## config.mk

```make
export PLATFORM = sky130hd
export DESIGN_NAME = tds_front
export DESIGN_NICKNAME = d
export VERILOG_FILES = /design/src/tds_pkg.sv /design/src/tds_front.sv
export SDC_FILE = /design/constraint.sdc
export NUM_CORES = 1
export LEC_CHECK = 0
export BUFFER_PORTS_ARGS = -buffer_cell sky130_fd_sc_hd__clkbuf_2
export CAP_MARGIN = 20
export CORE_AREA = 2 2 108 110
export CTS_CLUSTER_SIZE = 40
export DETAILED_ROUTE_END_ITERATION = 7
export DIE_AREA = 0 0 110 112
export PLACE_DENSITY = 0.78
export SLEW_MARGIN = 20
export SYNTH_ARGS = -nofsm -noshare
export SYNTH_HDL_FRONTEND = slang
export SYNTH_SLANG_ARGS = --single-unit
export TNS_END_PERCENT = 20
```

## constraint.sdc

```tcl
create_clock -name clock -period 2.1 [get_ports clock]
set_input_delay 0 -clock clock [delete_from_list [all_inputs] [get_ports clock]]
set_output_delay 0 -clock clock [all_outputs]
set_load 0.01 [all_outputs]
```

## src/tds_pkg.sv

```systemverilog
// Shared types, codes and default sizes of the task dependency scheduler.
// No dependencies; every other file imports this package.
`default_nettype none
package tds_pkg;

   localparam int DEF_MAX_TASKS      = 64;
   localparam int DEF_MAX_DEPS       = 4;
   localparam int DEF_MAX_DEPENDENTS = 8;
   localparam int DEF_PAYLOAD_WIDTH  = 32;

   localparam int DEP_SLOTS = 4;
   localparam int COUNT_W   = 3;
   localparam int PEND_W    = 3;

   typedef enum logic [1:0] {
      OP_SUBMIT   = 2'd0,
      OP_DISPATCH = 2'd1,
      OP_COMPLETE = 2'd2,
      OP_INVALID  = 2'd3
   } op_type;

   typedef enum logic [2:0] {
      ST_ACCEPTED   = 3'd0,
      ST_DISPATCHED = 3'd1,
      ST_WAIT       = 3'd2,
      ST_ALL_DONE   = 3'd3,
      ST_TABLE_FULL = 3'd4,
      ST_DEPS_FULL  = 3'd5,
      ST_BAD_DEP    = 3'd6
   } status_type;

   typedef struct packed {
      op_type op;
      logic   dep_bad;
   } cmd_ctl_type;

   typedef enum logic [3:0] {
      S_IDLE,
      S_DECODE,
      S_SUB_CHK,
      S_SUB_WR,
      S_SUB_LINK,
      S_DSP_RD,
      S_DSP_ID,
      S_DSP_PAY,
      S_CPL_CNT,
      S_CPL_PND,
      S_CPL_UPD,
      S_EMIT
   } state_type;

endpackage
`default_nettype wire

```

## src/tds_front.sv

```systemverilog
// Front end: accepts request beats, classifies them and holds them in a two-entry queue.
// Depends on tds_pkg.
`default_nettype none
module tds_front #(
   parameter int MAX_TASKS     = 64,
   parameter int MAX_DEPS      = 4,
   parameter int PAYLOAD_WIDTH = 32
) (
   input  wire logic                             clock,
   input  wire logic                             reset,
   input  wire logic                             req_valid,
   output logic                                  req_ready,
   input  wire logic [1:0]                       req_type,
   input  wire logic [PAYLOAD_WIDTH-1:0]         req_task_payload,
   input  wire logic [tds_pkg::COUNT_W-1:0]      req_dep_count,
   input  wire logic [$clog2(MAX_TASKS)-1:0]     req_dep_task_0,
   input  wire logic [$clog2(MAX_TASKS)-1:0]     req_dep_task_1,
   input  wire logic [$clog2(MAX_TASKS)-1:0]     req_dep_task_2,
   input  wire logic [$clog2(MAX_TASKS)-1:0]     req_dep_task_3,
   input  wire logic [$clog2(MAX_TASKS)-1:0]     req_done_task_id,
   output logic                                  cmd_valid,
   input  wire logic                             cmd_pop,
   output tds_pkg::cmd_ctl_type                  cmd_ctl,
   output logic [PAYLOAD_WIDTH-1:0]              cmd_payload,
   output logic [tds_pkg::COUNT_W-1:0]           cmd_count,
   output logic [$clog2(MAX_TASKS)-1:0]          cmd_dep [tds_pkg::DEP_SLOTS],
   output logic [$clog2(MAX_TASKS)-1:0]          cmd_done
);
   import tds_pkg::*;

   localparam int ID_W = $clog2(MAX_TASKS);

   cmd_ctl_type            ctl_q_ff   [2];
   logic [PAYLOAD_WIDTH-1:0] pay_q_ff [2];
   logic [COUNT_W-1:0]     cnt_q_ff   [2];
   logic [ID_W-1:0]        dep_q_ff   [2][DEP_SLOTS];
   logic [ID_W-1:0]        done_q_ff  [2];
   logic [1:0]             fill_ff, fill_in;
   logic                   wp_ff, wp_in, rp_ff, rp_in;
   cmd_ctl_type            ctl_new;
   logic                   push;

   always_comb begin
      unique case (req_type)
         OP_SUBMIT:   ctl_new.op = OP_SUBMIT;
         OP_DISPATCH: ctl_new.op = OP_DISPATCH;
         OP_COMPLETE: ctl_new.op = OP_COMPLETE;
         default:     ctl_new.op = OP_INVALID;
      endcase
      ctl_new.dep_bad = (req_dep_count > COUNT_W'(DEP_SLOTS)) ||
                        ({1'b0, req_dep_count} > (COUNT_W+1)'(MAX_DEPS));
   end

   assign req_ready = (fill_ff != 2'd2);
   assign push      = req_valid && req_ready;
   assign cmd_valid = (fill_ff != 2'd0);

   always_comb begin
      fill_in = fill_ff + 2'(push) - 2'(cmd_pop);
      wp_in   = push ? ~wp_ff : wp_ff;
      rp_in   = cmd_pop ? ~rp_ff : rp_ff;
   end

   always_ff @(posedge clock) begin
      if (reset) begin
         fill_ff <= 2'd0;
         wp_ff   <= 1'b0;
         rp_ff   <= 1'b0;
      end else begin
         fill_ff <= fill_in;
         wp_ff   <= wp_in;
         rp_ff   <= rp_in;
      end
   end

   always_ff @(posedge clock) begin
      if (push) begin
         ctl_q_ff[wp_ff]    <= ctl_new;
         pay_q_ff[wp_ff]    <= req_task_payload;
         cnt_q_ff[wp_ff]    <= req_dep_count;
         dep_q_ff[wp_ff][0] <= req_dep_task_0;
         dep_q_ff[wp_ff][1] <= req_dep_task_1;
         dep_q_ff[wp_ff][2] <= req_dep_task_2;
         dep_q_ff[wp_ff][3] <= req_dep_task_3;
         done_q_ff[wp_ff]   <= req_done_task_id;
      end
   end

   assign cmd_ctl     = ctl_q_ff[rp_ff];
   assign cmd_payload = pay_q_ff[rp_ff];
   assign cmd_count   = cnt_q_ff[rp_ff];
   assign cmd_dep     = dep_q_ff[rp_ff];
   assign cmd_done    = done_q_ff[rp_ff];

endmodule
`default_nettype wire

```

==> results of run 1 <==
-- through the flow --
| step | utilization, % | setup slack [ps] |
|---|---|---|
| after floorplan | - | 21.9 |
| final | 66.1 | 283 |
| after detailed placement | 54.6 | 439 |
| after CTS | 66.1 | 241 |
| after global placement | 54.6 | 537 |
| after global routing | 66.1 | 180 |
-- kinds of logic after synthesis --
| family | after synthesis | synth area share (%) |
|---|---|---|
| multiplexers | 68 | 14.8 |
| AO/OA/AOI/OAI | 5 | 0.749 |
| buffers and inverters | 13 | 1.40 |
| XOR/XNOR | 2 | 0.338 |
| flip-flops | 141 | 80.8 |
| AND/OR/NAND/NOR | 13 | 1.67 |
| adder cells (fa/ha/maj) | 1 | 0.242 |
-- critical path: stages (launching register included) --
cell	delay, ps
dfxtp_4	580
buf_4	310
mux2_1	370
clkbuf_2	140
-- per-layer routing --
layer	track usage (%)	wire length (um)	vias up
li1	-	-	1410
met3	5.68	590	16
met2	30.1	5280	105
met1	17.7	3790	1461
met5	0	0	-
met4	6.58	148	0
-- area by class of cell --
type,count,area (sq um),share of cell area (%)
Clock buffer,17,425,5.76
Clock inverter,15,146,1.98
Inverter,3,15.0,0.203
Multi-Input combinational cell,89,927,12.6
Sequential cell,141,4190,56.7
Tap cell,143,179,2.42
Timing Repair Buffer,218,1500,20.3
-- path summary, 6_finish.rpt --
path / from / to / slack [ps]
setup / recovery: flip-flop / cmd_payload[15] / 280
hold / removal: req_done_task_id[1] / done_q_ff[0][1] / 320
setup reg to reg: fill_ff[0] / fill_ff[1] / 430
hold reg to reg: rp_ff / rp_ff / 520
-- repair_timing --
action                                 CTS  global route
resized for setup                        0             0
hold buffers                            71             0
endpoints found under the hold margin  140             0
-- power by group through the flow --
stage | registers (mW) | clock network, mW | logic [mW]
floorplan | 3.47 | 0 | 0.485
finish | 3.44 | 2.85 | 0.934
CTS | 3.45 | 2.91 | 0.949
global placement | 3.49 | 0 | 0.825
detailed placement | 3.50 | 0 | 0.837
global route | 3.47 | 3.02 | 1.02
-- cells in the final DEF, fill, tap and decap left out, types with 4 or more instances in the layout --
| master | Yosys | routed |
|---|---|---|
| mux2_2 | 48 | 48 |
| edfxtp_1 | 136 | 136 |
| dfxtp_1 | 5 | 4 |
| clkbuf_2 | 0 | 140 |
| clkinvlp_4 | 0 | 6 |
| buf_4 | 1 | 4 |
| clkbuf_16 | 0 | 17 |
| dlygate4sd3_1 | 0 | 71 |
| mux2_1 | 20 | 20 |
-- state kept, by name, summed over array words and instances (netlist names), named ones only --
name,cells
done_q_ff,12
wp_ff,1
ctl_q_ff,6
rp_ff,1
fill_ff,2
pay_q_ff,64
dep_q_ff,48
cnt_q_ff,6
==> flow_summary.json, run 1 <==
{
  "status": "complete, no violations",
  "firstDrtPassIters": 5,
  "final_max_slew_viol_count": 0,
  "cts.sinks": 141,
  "die_area_sq_um": 12300,
  "gp_congestion": 0.708,
  "diodes": 0,
  "wl_per_cell_um": 15.7,
  "yosys-top-cells-count": "edfxtp_1, mux2_2, mux2_1, dfxtp_1, buf_2",
  "portBuffers": 140,
  "finalHoldWorstSlack_ps": 324,
  "h-tree-depth": 4,
  "cap_violations": 0,
  "tns_ps": 0,
  "critical_path.max_fanout": 25,
  "peakVddDrop_mv": 0.526,
  "place_area_sq_um": 6100,
  "clockBufferDepth": 2,
  "hpwl_um": 5970,
  "synth_area_leaders": "edfxtp_1, mux2_2, mux2_1",
  "synth_area_leader_cell": "edfxtp_1",
  "num_vias": 2992,
  "ys_seq_area_share_pct": 80.8,
  "start_kind": "flip-flop",
  "drive_gt1_share_pct": 47.8,
  "antenna_found_initial": 0,
  "drc": 0,
  "fin_cells": 626,
  "cts_setup_buffers": 0,
  "grt.total_usage_pct": 16.8,
  "fin_nets": 542,
  "rsz0062_at_grt": "no",
  "arrival_ps": 1820,
  "fin_skew_ps": 6.39,
  "combPwrFrac_pct": 12.9,
  "cp_data_required_time_ps": 2100,
  "p_sw_share_pct": 22.8,
  "slew_headroom_pct": 74.7,
  "die_height_um": 112,
  "crit_type": "flip-flop to primary output",
  "p_switching_mw": 1.65,
  "report.power.total_mw": 7.23,
  "synth_area_per_cell_sq_um": 21.3,
  "finalCritPeriodShare_pct": 86.5,
  "syn_nets": 315,
  "yosysUniqueCellTypes": 26,
  "grt_pass1_wl_um": 15100,
  "synth-main-ff-cell": "edfxtp_1",
  "yosysWarnings": 0,
  "insertion_delay_ps": 410,
  "tightest_slew_ps": 380,
  "tritoncts": "yes",
  "worst_setup_path_end_kind": "primary output",
  "cts-root-buf": "clkbuf_16",
  "rows": 39,
  "synth_top_area_share_pct": 78.9,
  "synth-edff-count": 136,
  "setup_viol": 0,
  "cts-buffers-inserted": 17,
  "syn_to_final_growth_pct": 42.6,
  "final_antenna_net_count": 0,
  "core_sq_um": 11200,
  "placed_cells": 523,
  "ioPinCount": 141,
  "grt_pass1_vias": 3153,
  "synth_area_sq_um": 5180,
  "p_clk_share_pct": 39.5,
  "hp-class": "primary input to flip-flop",
  "hold_viol_final": 0,
  "drt-total-wl_um": 9810,
  "fmax_ghz": 0.550,
  "leakagePower_nw": 2.83,
  "clkTransAtPathRegs_ps": 60,
  "via_per_inst": 4.78,
  "die_x_um": 110,
  "start_util_pct": 46.3,
  "internal-power_mw": 5.58,
  "synth_most_common_cell": "edfxtp_1",
  "grt_max_degree": 43,
  "first_iter_violations": 83,
  "seq_power_share_pct": 47.6,
  "ys_async_sr_fraction_pct": 0,
  "p_per_area_nw_per_um2": 979,
  "grt.overflow.total": 0,
  "fill_cells": 755,
  "worstHoldPathCells": 2,
  "final_area_sq_um": 7380,
  "synth-seq-cells": 141,
  "layout_min_cycle_time_ps": 1820,
  "ff2ff_path_depth": 6,
  "netlist_instances": 243
}
Power figures use the tool's default switching activity.
==> inputs of run 2 (changes only) <==
--- a/config.mk
+++ b/config.mk
@@ -5,13 +5,13 @@
 export SDC_FILE = /design/constraint.sdc
 export NUM_CORES = 1
 export LEC_CHECK = 0
-export BUFFER_PORTS_ARGS = -buffer_cell sky130_fd_sc_hd__clkbuf_2
 export CAP_MARGIN = 20
-export CORE_AREA = 2 2 108 110
+export CORE_AREA = 2 2 101 103
 export CTS_CLUSTER_SIZE = 40
 export DETAILED_ROUTE_END_ITERATION = 7
-export DIE_AREA = 0 0 110 112
-export PLACE_DENSITY = 0.78
+export DIE_AREA = 0 0 103 105
+export DONT_BUFFER_PORTS = 1
+export PLACE_DENSITY = 0.74
 export SLEW_MARGIN = 20
 export SYNTH_ARGS = -nofsm -noshare
 export SYNTH_HDL_FRONTEND = slang
==> run 2 against run 1 <==
Worst setup slack lost 91 ps. Register-to-register slack lost 240 ps. Count of clock-buffer cells in the layout grew 2. Sequential share of layout area grew 6.1 points. Power shrank 2.8%. Clock power is essentially flat.
==> flow_summary.json, run 2 (synthesis gave the netlist of run 1 again) <==
{
  "tightest_slew_ps": 315,
  "dp_slack_ps": 416,
  "cap_violations": 0,
  "setup_viol": 0,
  "via_per_inst": 5.24,
  "fin_skew_ps": 7.98,
  "tns_ps": 0,
  "hold_viol_final": 0,
  "finalCoreUtilization_pct": 69.2,
  "final_max_slew_viol_count": 0,
  "portBuffers": 0,
  "report.power.total_mw": 7.02,
  "cts.sinks": 141,
  "syn_to_final_growth_pct": 28.8,
  "status": "complete, no violations",
  "layout_setup_ws_ps": 192,
  "ioPinCount": 141,
  "layout_min_cycle_time_ps": 1910,
  "top_register": "pay_q_ff",
  "grt.total_usage_pct": 17.8,
  "clockBufferDepth": 2,
  "critical_path.max_fanout": 5,
  "h-tree-depth": 4,
  "grt_max_degree": 52,
  "seq_area_sq_um": 4190,
  "fin_nets": 402,
  "diodes": 0,
  "clkTransAtPathRegs_ps": 60,
  "crit_type": "flip-flop to flip-flop",
  "antenna_found_initial": 0,
  "fill_cells": 652,
  "start_kind": "flip-flop",
  "r2r-end": "fill_ff[0]",
  "rows": 36,
  "worst_setup_path_end_kind": "flip-flop",
  "reg_top3": "pay_q_ff: 64 flops, dep_q_ff: 48 flops, done_q_ff: 12 flops",
  "final_cell_mix": "edfxtp_1, dlygate4sd3_1, mux2_2",
  "grt_pass1_wl_um": 13800,
  "rsz0062_at_grt": "no",
  "gp_congestion": 0.718,
  "largest_reg_flops": 64,
  "grt.overflow.total": 0,
  "die_area_sq_um": 10800,
  "drt-total-wl_um": 9220,
  "insertion_delay_ps": 510,
  "finalHoldWorstSlack_ps": 90.4,
  "slew_headroom_pct": 78.4,
  "r2r_slack_ps": 190,
  "worstHoldPathCells": 5,
  "hpwl_um": 5440,
  "min_to": "fill_ff[1]",
  "cp_data_required_time_ps": 2490,
  "wl_per_cell_um": 19.4,
  "drive_gt1_share_pct": 25.4,
  "final_common_cell": "edfxtp_1",
  "hold_start": "req_valid",
  "leakagePower_nw": 2.25,
  "first_iter_violations": 101,
  "path_cells": "nand2b_2 -> nand2_1 -> xnor2_1 -> ha_1 -> dlygate4sd3_1 -> nor2b_1",
  "timing.rr.start": "fill_ff[0]",
  "tritoncts": "yes",
  "multiInputGateArea_sq_um": 927,
  "drc": 0,
  "hp-class": "primary input to flip-flop",
  "cts-root-buf": "clkbuf_8",
  "finalCritPeriodShare_pct": 90.8,
  "final_antenna_net_count": 0,
  "grt_pass1_vias": 2670,
  "core_sq_um": 9640,
  "firstDrtPassIters": 4,
  "cpMaxStageDelayCell": "dlygate4sd3_1",
  "ff2ff_path_depth": 6,
  "die_height_um": 105,
  "arrival_ps": 2300,
  "die_x_um": 103,
  "start_util_pct": 53.7,
  "num_vias": 2492,
  "peakVddDrop_mv": 0.600,
  "p_per_area_nw_per_um2": 1050,
  "max_stage_delay_ps": 550,
  "cts-buffers-inserted": 17,
  "fmax_ghz": 0.524
}
run 2: changes by cell type in the layout (fill, tap and decap cells not counted), sizes merged:
cell / delta
buf: -1
bufinv: +1
clkbuf: -138
clkinv: +3
clkinvlp: -3
dlygate4sd3: +1
inv: -3
run 2: worst max-delay path: cells and delay by family, from the launching register on:
family,cells,cell delay (ps)
adders and majority gates,1,270
xor gates and xnor gates,1,130
buffers and inverters,1,550
and+or+nand+nor,3,460
DFF,1,380
run 2: power breakdown:
group | internal, mW | leakage (nW) | switching [mW]
Combinational | 0.326 | 0.666 | 0.426
Sequential | 3.37 | 1.31 | 0.0646
Clock | 1.79 | 0.274 | 1.05
Total | 5.48 | 2.25 | 1.54
run 2: stage by stage:
step / cells / cell area [sq um]
2_1_floorplan: 243 / 5180
3_3_place_gp: 372 / 5380
3_5_place_dp: 372 / 5380
4_1_cts: 476 / 6670
5_1_grt: 476 / 6670
6_report: 476 / 6670
run 2: cell type report:
cell class / instances / share of cell area (%)
inverters: 3 / 0.225
flip-flops and latches: 141 / 62.8
multi-input cells: 89 / 13.9
clock buffers: 19 / 6.32
clock inverters: 13 / 2.23
repair buffers: 78 / 12.0
well taps: 133 / 2.49
run 2: routing by layer:
layer | track usage, % | share of wire, % | vias up
met5 | 0 | 0 | -
li1 | - | - | 1136
met2 | 30.2 | 53 | 102
met1 | 19.5 | 38 | 1239
met4 | 7.33 | 1.4 | 0
met3 | 6.96 | 7.6 | 15
run 2: how the worst max path moves through the flow:
| stage | from | end | slack (ps) | depth (start not counted) |
|---|---|---|---|---|
| 3_3_place_gp | fill_ff[0] | fill_ff[1] | 490 | 6 |
| 6_report | fill_ff[0] | fill_ff[0] | 190 | 6 |
| 4_1_cts | fill_ff[0] | fill_ff[0] | 260 | 6 |
| 3_5_place_dp | fill_ff[0] | fill_ff[1] | 420 | 6 |
| 2_1_floorplan | fill_ff[0] | cnt_q_ff[0][0] | 20 | 3 |
| 5_1_grt | fill_ff[0] | fill_ff[0] | 90 | 6 |
run 2: timing repair:
action                     CTS  global route
setup endpoints to repair    0             0
resized for setup            0             0
hold endpoints to repair   155             0
buffers inserted             0             0
hold buffers                72             0
==> inputs of run 3 (changes only) <==
--- a/config.mk
+++ b/config.mk
@@ -6,12 +6,12 @@
 export NUM_CORES = 1
 export LEC_CHECK = 0
 export CAP_MARGIN = 20
-export CORE_AREA = 2 2 101 103
+export CORE_AREA = 2 2 100 102
 export CTS_CLUSTER_SIZE = 40
 export DETAILED_ROUTE_END_ITERATION = 7
-export DIE_AREA = 0 0 103 105
+export DIE_AREA = 0 0 102 104
 export DONT_BUFFER_PORTS = 1
-export PLACE_DENSITY = 0.74
+export PLACE_DENSITY = 0.73
 export SLEW_MARGIN = 20
 export SYNTH_ARGS = -nofsm -noshare
 export SYNTH_HDL_FRONTEND = slang
==> run 3 against run 2 <==
Power up 6.8%. Critical path depth unchanged. Die area down 1.9%. Global-route usage fell by 0.19 points. Largest cell class unchanged. Cell count shrank 0.21%. Worst setup slack better by 190 ps. Core utilization increased by 1.5 points. Sequential cell count did not move.
==> flow_summary.json, run 3 (synthesis gave the netlist of run 1 again) <==
{
  "grt_use_met3_pct": 7.26,
  "start_kind": "flip-flop",
  "placed_cells": 372,
  "top_register": "pay_q_ff",
  "grt.overflow.total": 0,
  "rows": 36,
  "core_sq_um": 9550,
  "start_util_pct": 54.2,
  "status": "complete, no violations",
  "drive_gt1_share_pct": 25.4,
  "drc": 0,
  "finalCritPeriodShare_pct": 81.6,
  "gp_congestion": 0.699,
  "grt.total_usage_pct": 17.6,
  "cts-buffers-inserted": 17,
  "ioPinCount": 141,
  "peakVddDrop_mv": 0.641,
  "final_max_slew_viol_count": 0,
  "r2r_slack_ps": 390,
  "firstDrtPassIters": 4,
  "tightest_slew_ps": 447,
  "rsz0062_at_grt": "no",
  "path_cells": "nand2b_2 -> nand2_1 -> xnor2_1 -> ha_1 -> or4b_1 -> nand4b_1",
  "clkTransAtPathRegs_ps": 60,
  "multiInputGateArea_sq_um": 927,
  "grt_pass1_vias": 2633,
  "syn_to_final_growth_pct": 30.5,
  "leakagePower_nw": 2.30,
  "critical_path.max_fanout": 5,
  "insertion_delay_ps": 510,
  "cts-root-buf": "clkbuf_8",
  "met1_usage_pct": 18.7,
  "fmax_ghz": 0.583,
  "diodes": 0,
  "hold_viol_final": 0,
  "tritoncts": "yes",
  "via_per_inst": 5.20,
  "final_cell_mix": "edfxtp_1, dlygate4sd3_1, mux2_2",
  "final_common_cell": "edfxtp_1",
  "antenna_found_initial": 0,
  "final_area_sq_um": 6760,
  "cp_data_required_time_ps": 2550,
  "layout_min_cycle_time_ps": 1710,
  "die_x_um": 102,
  "slew_headroom_pct": 70.2,
  "reg_top3": "pay_q_ff: 64 flops, dep_q_ff: 48 flops, done_q_ff: 12 flops",
  "grt_pass1_wl_um": 13400,
  "die_area_sq_um": 10600,
  "hp-class": "primary input to flip-flop",
  "max_stage_delay_ps": 530,
  "fin_nets": 401,
  "h-tree-depth": 4,
  "worst_setup_path_end_kind": "flip-flop",
  "hpwl_um": 5330,
  "grt_max_degree": 42,
  "drt-total-wl_um": 9150,
  "setup_viol": 0,
  "fin_skew_ps": 4.87,
  "arrival_ps": 2160,
  "first_iter_violations": 99,
  "wl_per_cell_um": 19.3,
  "cts.sinks": 141,
  "fin_cells": 475,
  "final_antenna_net_count": 0,
  "tns_ps": 0,
  "cap_violations": 0,
  "finalHoldWorstSlack_ps": 19.0,
  "largest_reg_flops": 64,
  "ctsResizeCount": 0,
  "seq_area_sq_um": 4190,
  "clockBufferDepth": 2,
  "grt.busiest_layer": "met2",
  "place_area_sq_um": 5380,
  "cpMaxStageDelayCell": "or4b_1",
  "die_height_um": 104,
  "fill_cells": 619,
  "portBuffers": 0,
  "crit_type": "flip-flop to flip-flop",
  "p_per_area_nw_per_um2": 1110,
  "num_vias": 2471,
  "met2_usage_pct": 30.2
}
-- run 3: cell count changes in the layout (fill, tap and decap cells not counted) --
| cell | previous run | this run |
|---|---|---|
| dlygate4sd3_1 | 72 | 71 |
| clkinvlp_4 | 3 | 1 |
| clkinv_2 | 3 | 1 |
| bufinv_16 | 3 | 7 |
-- run 3: path summary, 6_finish.rpt --
path,end,from,depth (start not counted)
max reg2reg,fill_ff[1],fill_ff[0],6
max,fill_ff[1],fill_ff[0],6
min,dep_q_ff[1][14],req_valid,2
min reg2reg,rp_ff,rp_ff,2
-- run 3: power breakdown --
group / switching [mW] / internal [mW] / leakage [nW]
clock network: 1.06 / 2.28 / 0.323
registers: 0.0627 / 3.37 / 1.31
logic: 0.422 / 0.315 / 0.661
-- run 3: critical path, delay by kind of cell (launching register included) --
kind | cells | cell delay (ps)
and+or+nand+nor | 4 | 930
xor gates and xnor gates | 1 | 130
DFF | 1 | 360
adders and majority gates | 1 | 230
-- run 3: layer usage --
layer / vias up / wire, um
li1: 1136 / -
met1: 1238 / 3470
met2: 88 / 4920
met3: 9 / 673
met4: 0 / 82
met5: - / 0
-- run 3: cell type report --
type / count / share of cell area, %
multi-input combinational: 89 / 13.7
clock inverter: 13 / 3.61
inverter: 3 / 0.222
sequential: 141 / 62.0
tap: 133 / 2.46
timing repair buffer: 77 / 11.7
clock buffer: 19 / 6.24
-- run 3: per-stage QoR --
step                setup slack (ps)  power [mW]  utilization [%]
floorplan                       21.9        3.95                -
global placement                 488        4.08             56.3
detailed placement               419        4.10             56.3
CTS                              364        7.56             70.7
global route                     216        7.73             70.7
finish                           386        7.50             70.7
-- run 3: repair_timing --
| action | CTS | global route |
|---|---|---|
| setup endpoints to repair | 0 | 0 |
| setup buffers | 0 | 0 |
| endpoints found under the hold margin | 141 | 0 |
| hold buffers | 71 | 0 |
